File: src/rtl/smis_pkg.sv
// shared types and constants for the stack machine instruction step unit
`timescale 1ns / 1ps
package smis_pkg;
	localparam int DATA_DEPTH = 64;
	localparam int CALL_DEPTH = 16;
	localparam int RAM_WORDS = 16;
	localparam int PROG_SIZE = 256;
	localparam int DPTR_W = $clog2(DATA_DEPTH);
	localparam int DCNT_W = $clog2(DATA_DEPTH + 1);
	localparam int RPTR_W = (CALL_DEPTH > 1) ? $clog2(CALL_DEPTH) : 1;
	localparam int RCNT_W = $clog2(CALL_DEPTH + 1);
	localparam int RAM_W = (RAM_WORDS > 1) ? $clog2(RAM_WORDS) : 1;
	localparam logic [31:0] POISON = 32'h8000_0000;

	localparam logic [7:0] OP_PUSH = 8'h41, OP_PUSHM = 8'h61, OP_POP = 8'h42;
	localparam logic [7:0] OP_POPM = 8'h62, OP_ADD = 8'h43, OP_SUB = 8'h44;
	localparam logic [7:0] OP_DIV = 8'h45, OP_MUL = 8'h46, OP_ROOT = 8'h47;
	localparam logic [7:0] OP_HALT = 8'h48, OP_JMP = 8'h49, OP_OUT = 8'h4A;
	localparam logic [7:0] OP_CALL = 8'h4B, OP_IN = 8'h4C, OP_RET = 8'h4D;
	localparam logic [7:0] OP_BNE = 8'h4E, OP_COPY = 8'h4F, OP_BGT = 8'h50;
	localparam logic [7:0] OP_BLT = 8'h52, OP_BEQ = 8'h53;
	localparam logic [7:0] REG_W = 8'h57, REG_Z = 8'h5A;

	typedef enum logic [3:0] {
		ERR_NONE = 4'd0, ERR_OPCODE = 4'd1, ERR_REG = 4'd2, ERR_UNDER = 4'd3,
		ERR_OVER = 4'd4, ERR_ADDR = 4'd5, ERR_DIV0 = 4'd6, ERR_CALL = 4'd7,
		ERR_NEGROOT = 4'd8, ERR_TARGET = 4'd9
	} err_t;

	typedef enum logic [2:0] {
		ST_IDLE, ST_RD1, ST_RD2, ST_EXEC, ST_ITER, ST_WB, ST_OUT
	} state_t;

	// controller to datapath
	typedef struct packed {
		logic load;     // capture the input beat
		logic rd_top;   // read stack top
		logic rd_next;  // read the entry below top
		logic decide;   // evaluate faults and start
		logic iter;     // one step of divide / root
		logic commit;   // write back state and form result
	} cmd_t;

	// datapath to controller
	typedef struct packed {
		logic iterate;
		logic iter_done;
	} sts_t;
endpackage

File: src/rtl/smis_ctrl.sv
// sequencing state machine for one instruction
`timescale 1ns / 1ps
module smis_ctrl (
	input  logic            clk,
	input  logic            arst_n,
	input  logic            in_valid,
	output logic            in_stall,
	output logic            out_valid_hs,
	input  logic            out_stall,
	input  smis_pkg::sts_t  sts,
	output smis_pkg::cmd_t  cmd
);
	smis_pkg::state_t state_q, state_nx;

	always_ff @(posedge clk or negedge arst_n) begin
		if (!arst_n) state_q <= smis_pkg::ST_IDLE;
		else state_q <= state_nx;
	end

	always_comb begin
		state_nx = state_q;
		cmd = '0;
		in_stall = 1'b1;
		out_valid_hs = 1'b0;
		case (state_q)
			smis_pkg::ST_IDLE: begin
				in_stall = 1'b0;
				if (in_valid) begin
					cmd.load = 1'b1;
					state_nx = smis_pkg::ST_RD1;
				end
			end
			smis_pkg::ST_RD1: begin
				cmd.rd_top = 1'b1;
				state_nx = smis_pkg::ST_RD2;
			end
			smis_pkg::ST_RD2: begin
				cmd.rd_next = 1'b1;
				state_nx = smis_pkg::ST_EXEC;
			end
			smis_pkg::ST_EXEC: begin
				cmd.decide = 1'b1;
				state_nx = sts.iterate ? smis_pkg::ST_ITER : smis_pkg::ST_WB;
			end
			smis_pkg::ST_ITER: begin
				if (sts.iter_done) state_nx = smis_pkg::ST_WB;
				else cmd.iter = 1'b1;
			end
			smis_pkg::ST_WB: begin
				cmd.commit = 1'b1;
				state_nx = smis_pkg::ST_OUT;
			end
			smis_pkg::ST_OUT: begin
				out_valid_hs = 1'b1;
				if (!out_stall) state_nx = smis_pkg::ST_IDLE;
			end
			default: state_nx = smis_pkg::ST_IDLE;
		endcase
	end
endmodule

File: config.mk
export PLATFORM = sky130hd
export DESIGN_NAME = smis_ctrl
export DESIGN_NICKNAME = d
export VERILOG_FILES = /design/src/rtl/smis_pkg.sv /design/src/rtl/smis_ctrl.sv
export SDC_FILE = /design/constraint.sdc
export NUM_CORES = 1
export LEC_CHECK = 0
export ABC_AREA = 1
export BUFFER_PORTS_ARGS = -buffer_cell sky130_fd_sc_hd__buf_2
export CAP_MARGIN = 20
export CORE_AREA = 2 2 39 41
export DETAILED_ROUTE_END_ITERATION = 16
export DIE_AREA = 0 0 41 43
export HOLD_SLACK_MARGIN = 0.08
export PLACE_DENSITY = 0.44
export SLEW_MARGIN = 25
export SYNTH_ARGS = -nofsm -noshare
export SYNTH_HDL_FRONTEND = slang
export SYNTH_SLANG_ARGS = --single-unit
File: constraint.sdc
create_clock -name clk -period 2.4 [get_ports clk]
set_input_delay 0.12 -clock clk [delete_from_list [all_inputs] [get_ports clk]]
set_output_delay 0.12 -clock clk [all_outputs]
set_load 0.01 [all_outputs]
**Yosys cells after proc, flatten, opt, wreduce, memory -nomap -nowiden**

Index checks and enable logic that the tools add are counted.

- Equality and inequality tests: 9
- Multiplexer cells: 15
- Reduce and logical (&&, ||, !) cells: 2

Operators by type and width:

| operator | count |
|---|---|
| 3-bit case mux with 7 select lines | 1 |
| 1-bit two-way mux | 11 |
| 3-bit == test (second input constant) | 3 |
| 3-bit two-way mux | 3 |
| 3-bit by 2-bit == test with 1-bit output (second input constant) | 2 |
| 2-bit != test (second input constant) | 3 |
| 3-bit by 1-bit == test with 1-bit output (second input constant) | 1 |
| 3-bit zero test | 1 |
| 3-bit AND reduction | 1 |

- Flip-flop bits (word level): 3
- Output and inout port bits: 8
- Logic and storage cells: 27

**Longest topological paths before layout**

Gate-level depths: netlist of run 1.

- Depth after elaboration: 3
- Depth in mapped cells: 6
- Gate-level depth less buffers: 6

**Least setup slack after synthesis of run 1**

No wires, ideal clock.

- Kind: reg2out
- Start point: register state_q[0]
- End point: output cmd[5] (netlist name)
- Arrival time: 878 ps
- Required time: 2280 ps
- Path slack: 1402 ps
- Stages on the path, launching flop included: 4
- Cell sequence: dfrtp_1 -> nor2_1 -> nand2_1 -> nor2_1

RTL lines:

| element | line | source |
|---|---|---|
| from (decl) | smis_ctrl.sv:13 | `smis_pkg::state_t state_q, state_nx;` |
| from (signal assigned) | smis_ctrl.sv:16 | `if (!arst_n) state_q <= smis_pkg::ST_IDLE;` |
| from (signal assigned) | smis_ctrl.sv:17 | `else state_q <= state_nx;` |
| to (decl) | smis_ctrl.sv:11 | `output smis_pkg::cmd_t cmd` |

==> results of run 1 <==
power by group through the flow:
stage               sequential, µW  clock (µW)  combinational [µW]
floorplan                      106           0                 159
global placement               113           0                 230
detailed placement             113           0                 231
CTS                            113        92.6                 233
global route                   119        95.5                 257
finish                         113        86.1                 224
cells in the mapped netlist (all sizes together):
library cell / number / area share
nor3: 1 / 0.023
inv: 8 / 0.14
dfrtp: 3 / 0.35
nand4: 1 / 0.029
o21ai: 2 / 0.064
nand2: 7 / 0.13
nand3: 3 / 0.069
nor2: 10 / 0.20
placed cells by master (no fill, tap or decap), drive strengths merged:
master / instances
nand2: 7
nor2: 10
nand4: 1
dlygate4sd3: 1
nand3: 3
dfrtp: 3
inv: 8
clkbuf: 4
o21ai: 2
nor3: 1
buf: 13
worst min path at each step:
| stage | to | slack, ps |
|---|---|---|
| floorplan | state_q[0] | -180 |
| global placement | state_q[1] | -80 |
| detailed placement | state_q[1] | -80 |
| CTS | state_q[0] | 170 |
| global route | state_q[0] | 190 |
| finish | state_q[0] | 170 |
per-stage QoR:
step | instances | area (µm²) | utilization | power [µW] | setup WS [ps]
after floorplan | 35 | 216 | - | 265 | 1400
after global placement | 64 | 302 | 0.218 | 343 | 1400
after detailed placement | 64 | 302 | 0.218 | 344 | 1380
after CTS | 69 | 338 | 0.244 | 438 | 1120
after global routing | 69 | 338 | 0.244 | 471 | 1010
final | 69 | 338 | 0.244 | 423 | 1140
logic make-up after synthesis:
logic type             count (synthesis)
flip-flops                             3
AND/OR/NAND/NOR                       22
buffers and inverters                  8
AO/OA/AOI/OAI                          2
metal layers:
layer  vias up  part of all wire  track usage
met1       108              0.39       0.0779
met3         0             0.054       0.0157
met4         0                 0       0.0600
met2         5              0.55        0.119
met5         -                 0            0
li1        141                 -            -
final cells by class:
class	count	area, µm²	area share
Multi-Input combinational cell	24	111	0.330
Sequential cell	3	75.1	0.222
Timing Repair Buffer	14	75.1	0.222
Inverter	8	30.0	0.0889
Clock buffer	4	26.3	0.0778
Tap cell	16	20.0	0.0593
worst max-delay path, delay by kind of cell (launching register included):
kind | cells | cell delay [ps]
buf+inv | 1 | 130
flops | 1 | 430
simple gates | 3 | 350
==> results.cfg, run 1 <==
[status]
outcome = finished, final reports clean

[power]
vdd_drop_max_uv = 333
pwr-share-clk = 0.203
power_frac_comb = 0.529
p_leak_uw = 0.000216
p_int_uw = 228
power.density_nw_per_um2 = 1250
p_sw_frac = 0.462
switching_power_uw = 196
seq_power_share = 0.267

[layout]
syn_to_final_growth_pct = 56.1
antennaDiodeCount = 0
nNetsFinal = 60
top_regs = state_q: 3 flops
largest-register = state_q
drive_above_1_share = 0.396
fill_cells = 171
largest_reg_flops = 3

[placement]
portBuffers = 13
dp_hpwl_um = 466
gp_congestion = 0.694

[routing]
ant_nets = 0
drt_iter0_markers = 1
first_pass_iters = 2
viasPerCell = 3.68
wl_per_cell_um = 7.80
drc = 0
wl_um = 538
via_count = 254

[synth]
muxShareOfSynthArea = 0
synthAdderAreaFrac = 0
syn-num-nets = 41
synthXorXnorAreaFrac = 0
synth_top_family_by_area = simple AND/OR/NAND/NOR gates
synth_area_um2 = 216
synth_cells = 35
synth-seq-cells = 3
synthSimpleGateAreaFrac = 0.451
ys_seq_area_frac = 0.347
synth_cell_type_count = 12
synth-compound-area-share = 0.0636
synth_warnings = 0
synth_area_per_cell_um2 = 6.18

[timing]
post-route-min-period_ps = 1260
fin_crit_sh = 0.524
setup_tns_ps = 0
maxClockFrequency_mhz = 795
setup_violations = 0
skew_ps = 0.322
hold_violations = 0
rsz0062_at_grt = no
maxSlewHeadroom = 0.865
whs_ps = 172
drv_slew = 0
tightest_slew_ps = 203

[worst_setup_path]
crit_path_max_fanout = 7
crit_end = cmd[5]
worstPathArrival_ps = 1140
r2r_slack_ps = 1410
cp-end-kind = primary output
crit_top_cell = nor2_1
cp_cell_sequence = nor2_1 -> nand2_1 -> nor2_1 -> buf_2
max_stage_delay_ps = 430
critPathLaunch = state_q[0]
crit_required_ps = 2280
r2r_cells = 4
reg2reg_to = state_q[0]
cpMaxStageDelayCell = dfrtp_1
path_class = flop to primary output
r2r_start = state_q[0]
worst_setup_path_start_kind = flop

[min_path]
min_from = sts[1]
min_path_type = primary input to flop
hold_depth = 4

[floorplanning]
fp.dieW_um = 41
coreArea_um2 = 1380
die_area_um2 = 1760
fp.dieH_um = 43
initial_core_util = 0.156
ios = 14
rows = 14

[cts]
postCtsSetupRepairBufs = 0
hold_buffers = 1
clk_latency_ps = 230
cts.htree.levels = 1
cts_resized = 0
cts_buffers = 3
cts_root_buffer = clkbuf_4
clk_pin_slew_ps = 40
cts.sinks = 3
clk_path_buf_depth = 2
cts_tree = built

[grt]
grt_max_degree = 8
grt_pass1_vias = 261
antenna_found_initial = 0
grt_remaining_overflow = 0
track_usage = 0.0745
grt_pass1_wl_um = 876

[flow_run]
max_cap_viol_count = 0
No activity file was read; power rests on OpenSTA's default activity.
==> run 2, diff against run 1 <==
--- a/config.mk
+++ b/config.mk
@@ -5,14 +5,14 @@
 export SDC_FILE = /design/constraint.sdc
 export NUM_CORES = 1
 export LEC_CHECK = 0
-export ABC_AREA = 1
+export ABC_AREA = 0
 export BUFFER_PORTS_ARGS = -buffer_cell sky130_fd_sc_hd__buf_2
 export CAP_MARGIN = 20
 export CORE_AREA = 2 2 39 41
 export DETAILED_ROUTE_END_ITERATION = 16
 export DIE_AREA = 0 0 41 43
 export HOLD_SLACK_MARGIN = 0.08
-export PLACE_DENSITY = 0.44
+export PLACE_DENSITY = 0.43
 export SLEW_MARGIN = 25
 export SYNTH_ARGS = -nofsm -noshare
 export SYNTH_HDL_FRONTEND = slang
==> constraint.sdc (replaced) <==
create_clock -name clk -period 1.28 [get_ports clk]
set_input_delay 0.064 -clock clk [delete_from_list [all_inputs] [get_ports clk]]
set_output_delay 0.064 -clock clk [all_outputs]
set_load 0.01 [all_outputs]
==> run 2 against run 1 <==
- global-route usage is 0.50 points higher
- first-iteration DRC count grew to 6.0 times the previous value
- die area stayed put
- non-clock buffer count is 5 higher
- sequential power is 110% higher
- register-to-register slack worse by 1400 ps
- highest routed layer unchanged
- area after synthesis is 5.2% lower
- critical path depth is 2 lower
- critical endpoint is now in_stall
- setup slack worse by 1100 ps
==> results.cfg, run 2 <==
[status]
outcome = finished, final reports clean

[grt]
top_usage_layer = met2
grt_max_degree = 9
grt_use_met2 = 0.103
antenna_found_initial = 0
grt_use_met3 = 0.0471
grt_remaining_overflow = 0
gr-usage-met1 = 0.101
grt_pass1_wl_um = 910
track_usage = 0.0796
grt_pass1_vias = 242

[power]
switching_power_uw = 376
seq_power_share = 0.257
p_sw_frac = 0.400
pwr-share-clk = 0.177
p_leak_uw = 0.000205
p_int_uw = 565
power_frac_comb = 0.566
vdd_drop_max_uv = 767
power.density_nw_per_um2 = 2430
finalPower_uw = 941

[min_path]
min_path_type = primary input to flop
whs_endpoint = state_q[0]
min_from = sts[0]
hold_depth = 3

[cts]
clk_latency_ps = 230
clk_path_buf_depth = 2
clk_pin_slew_ps = 40
cts.sinks = 3
cts.htree.levels = 1
cts_root_buffer = clkbuf_4
cts_tree = built
cts_buffers = 3

[routing]
ant_nets = 0
viasPerCell = 4.00
first_pass_iters = 2
drt_iter0_markers = 6
via_count = 256
wl_per_cell_um = 9.44
drc = 0
wl_um = 604

[timing]
fin_crit_sh = 0.992
rsz0062_at_grt = yes
hold_violations = 0
maxSlewHeadroom = 0.877
skew_ps = 0.968
setup_violations = 0
drv_slew = 0
maxClockFrequency_mhz = 787
whs_ps = 107
post-route-min-period_ps = 1270
fin_ws_ps = 9.69
tightest_slew_ps = 182

[layout]
regArea_um2 = 78.8
final_cell_mix = buf_2, nor2_1, buf_4
fill_cells = 155
antennaDiodeCount = 0
final_common_cell = buf_2
drive_above_1_share = 0.625
top_regs = state_q: 3 flops
multi_input_area_um2 = 134
syn_to_final_growth_pct = 89.0
largest-register = state_q
largest_reg_flops = 3
nNetsFinal = 55

[floorplanning]
fp.dieH_um = 43
initial_core_util = 0.148
coreArea_um2 = 1380
ios = 14
die_area_um2 = 1760
rows = 14
fp.dieW_um = 41

[synth]
synth_area_per_cell_um2 = 8.21
ys_top_cells_by_area = dfrtp_1, nor2_1, a221oi_2
yosys-top-cells-count = nor2_1, dfrtp_1
synth.most_common_cell = nor2_1
syn-num-nets = 31
synth_warnings = 0
ys_seq_area_frac = 0.366
synth_area_um2 = 205
synth-seq-cells = 3
yosysTopAreaCell = dfrtp_1
synth_cell_type_count = 14
async_reset_ff_frac = 1.00
synth_ff_type = dfrtp_1
synth_top_area_share = 0.366
synth_cells = 25
synth-edff-count = 0

[placement]
place_ws_ps = 166
portBuffers = 13
dp_hpwl_um = 433
gp_congestion = 0.713

[worst_setup_path]
crit_required_ps = 1220
worst_setup_path_start_kind = flop
worstPathArrival_ps = 1210
r2r_start = state_q[1]
r2r_cells = 4
r2r_slack_ps = 50
path_class = flop to primary output
crit_path_max_fanout = 8
cp-end-kind = primary output
reg2reg_to = state_q[0]

[flow_run]
max_cap_viol_count = 0
-- run 2: cell count changes after synthesis, moves of 2 or more --
cell | previous run | this run
and3_1 | 0 | 2
or2b_1 | 0 | 2
nand3_1 | 3 | 0
nor2_1 | 8 | 5
inv_1 | 7 | 2
nand2_1 | 6 | 1
-- run 2: what timing repair did --
action                                  in CTS  in global routing
buffers inserted                             1                  3
hold buffers                                 2                  0
pin swaps                                    1                  3
endpoints found under the hold margin        4                  0
endpoints found under the setup margin       3                  5
resized for setup                            6                  1
-- run 2: layout make-up --
| type | instances | share of cell area |
|---|---|---|
| multi-input cells | 20 | 0.345 |
| repair buffers | 19 | 0.313 |
| flip-flops and latches | 3 | 0.203 |
| clock buffers | 4 | 0.0677 |
| well taps | 16 | 0.0516 |
| inverters | 2 | 0.0194 |
-- run 2: critical path, stage by stage, from the launching register on --
cell and delay [ps]:
dfrtp_2 440, or3_4 410, buf_6 130
-- run 2: cell families after synthesis --
family	share of synthesized area
buffers and inverters	0.0366
flip-flops	0.366
AO/OA/AOI/OAI	0.201
AND/OR/NAND/NOR	0.396
-- run 2: stage by stage --
step	cell area, µm²	cells	TNS [ps]	utilization
after floorplan	205	25	0	-
after CTS	359	61	-9.71	0.259
after global placement	290	54	0	0.210
final	388	64	0	0.280
after detailed placement	290	54	0	0.210
after global routing	388	64	-102	0.280
-- run 2: power by group through the flow --
stage                     Clock, µW  Sequential (µW)  Combinational (µW)
after detailed placement          0              228                 404
final                           166              242                 533
after global routing            186              252                 582
after global placement            0              229                 408
after floorplan                   0              200                 282
after CTS                       173              243                 463
-- run 2: worst max-delay path by stage --
stage | startpoint | end | slack, ps
after global routing | state_q[0] | cmd[3] | -30
after global placement | state_q[2] | cmd[1] | 160
final | state_q[1] | in_stall | 10
after CTS | state_q[2] | in_stall | -10
after floorplan | state_q[2] | state_q[0] | 160
after detailed placement | state_q[2] | state_q[0] | 170
-- run 2: layer usage --
metal,part of all wire,vias to the layer above
li1,-,132
met1,0.46,113
met2,0.45,11
met3,0.088,0
met4,0,0
met5,0,-
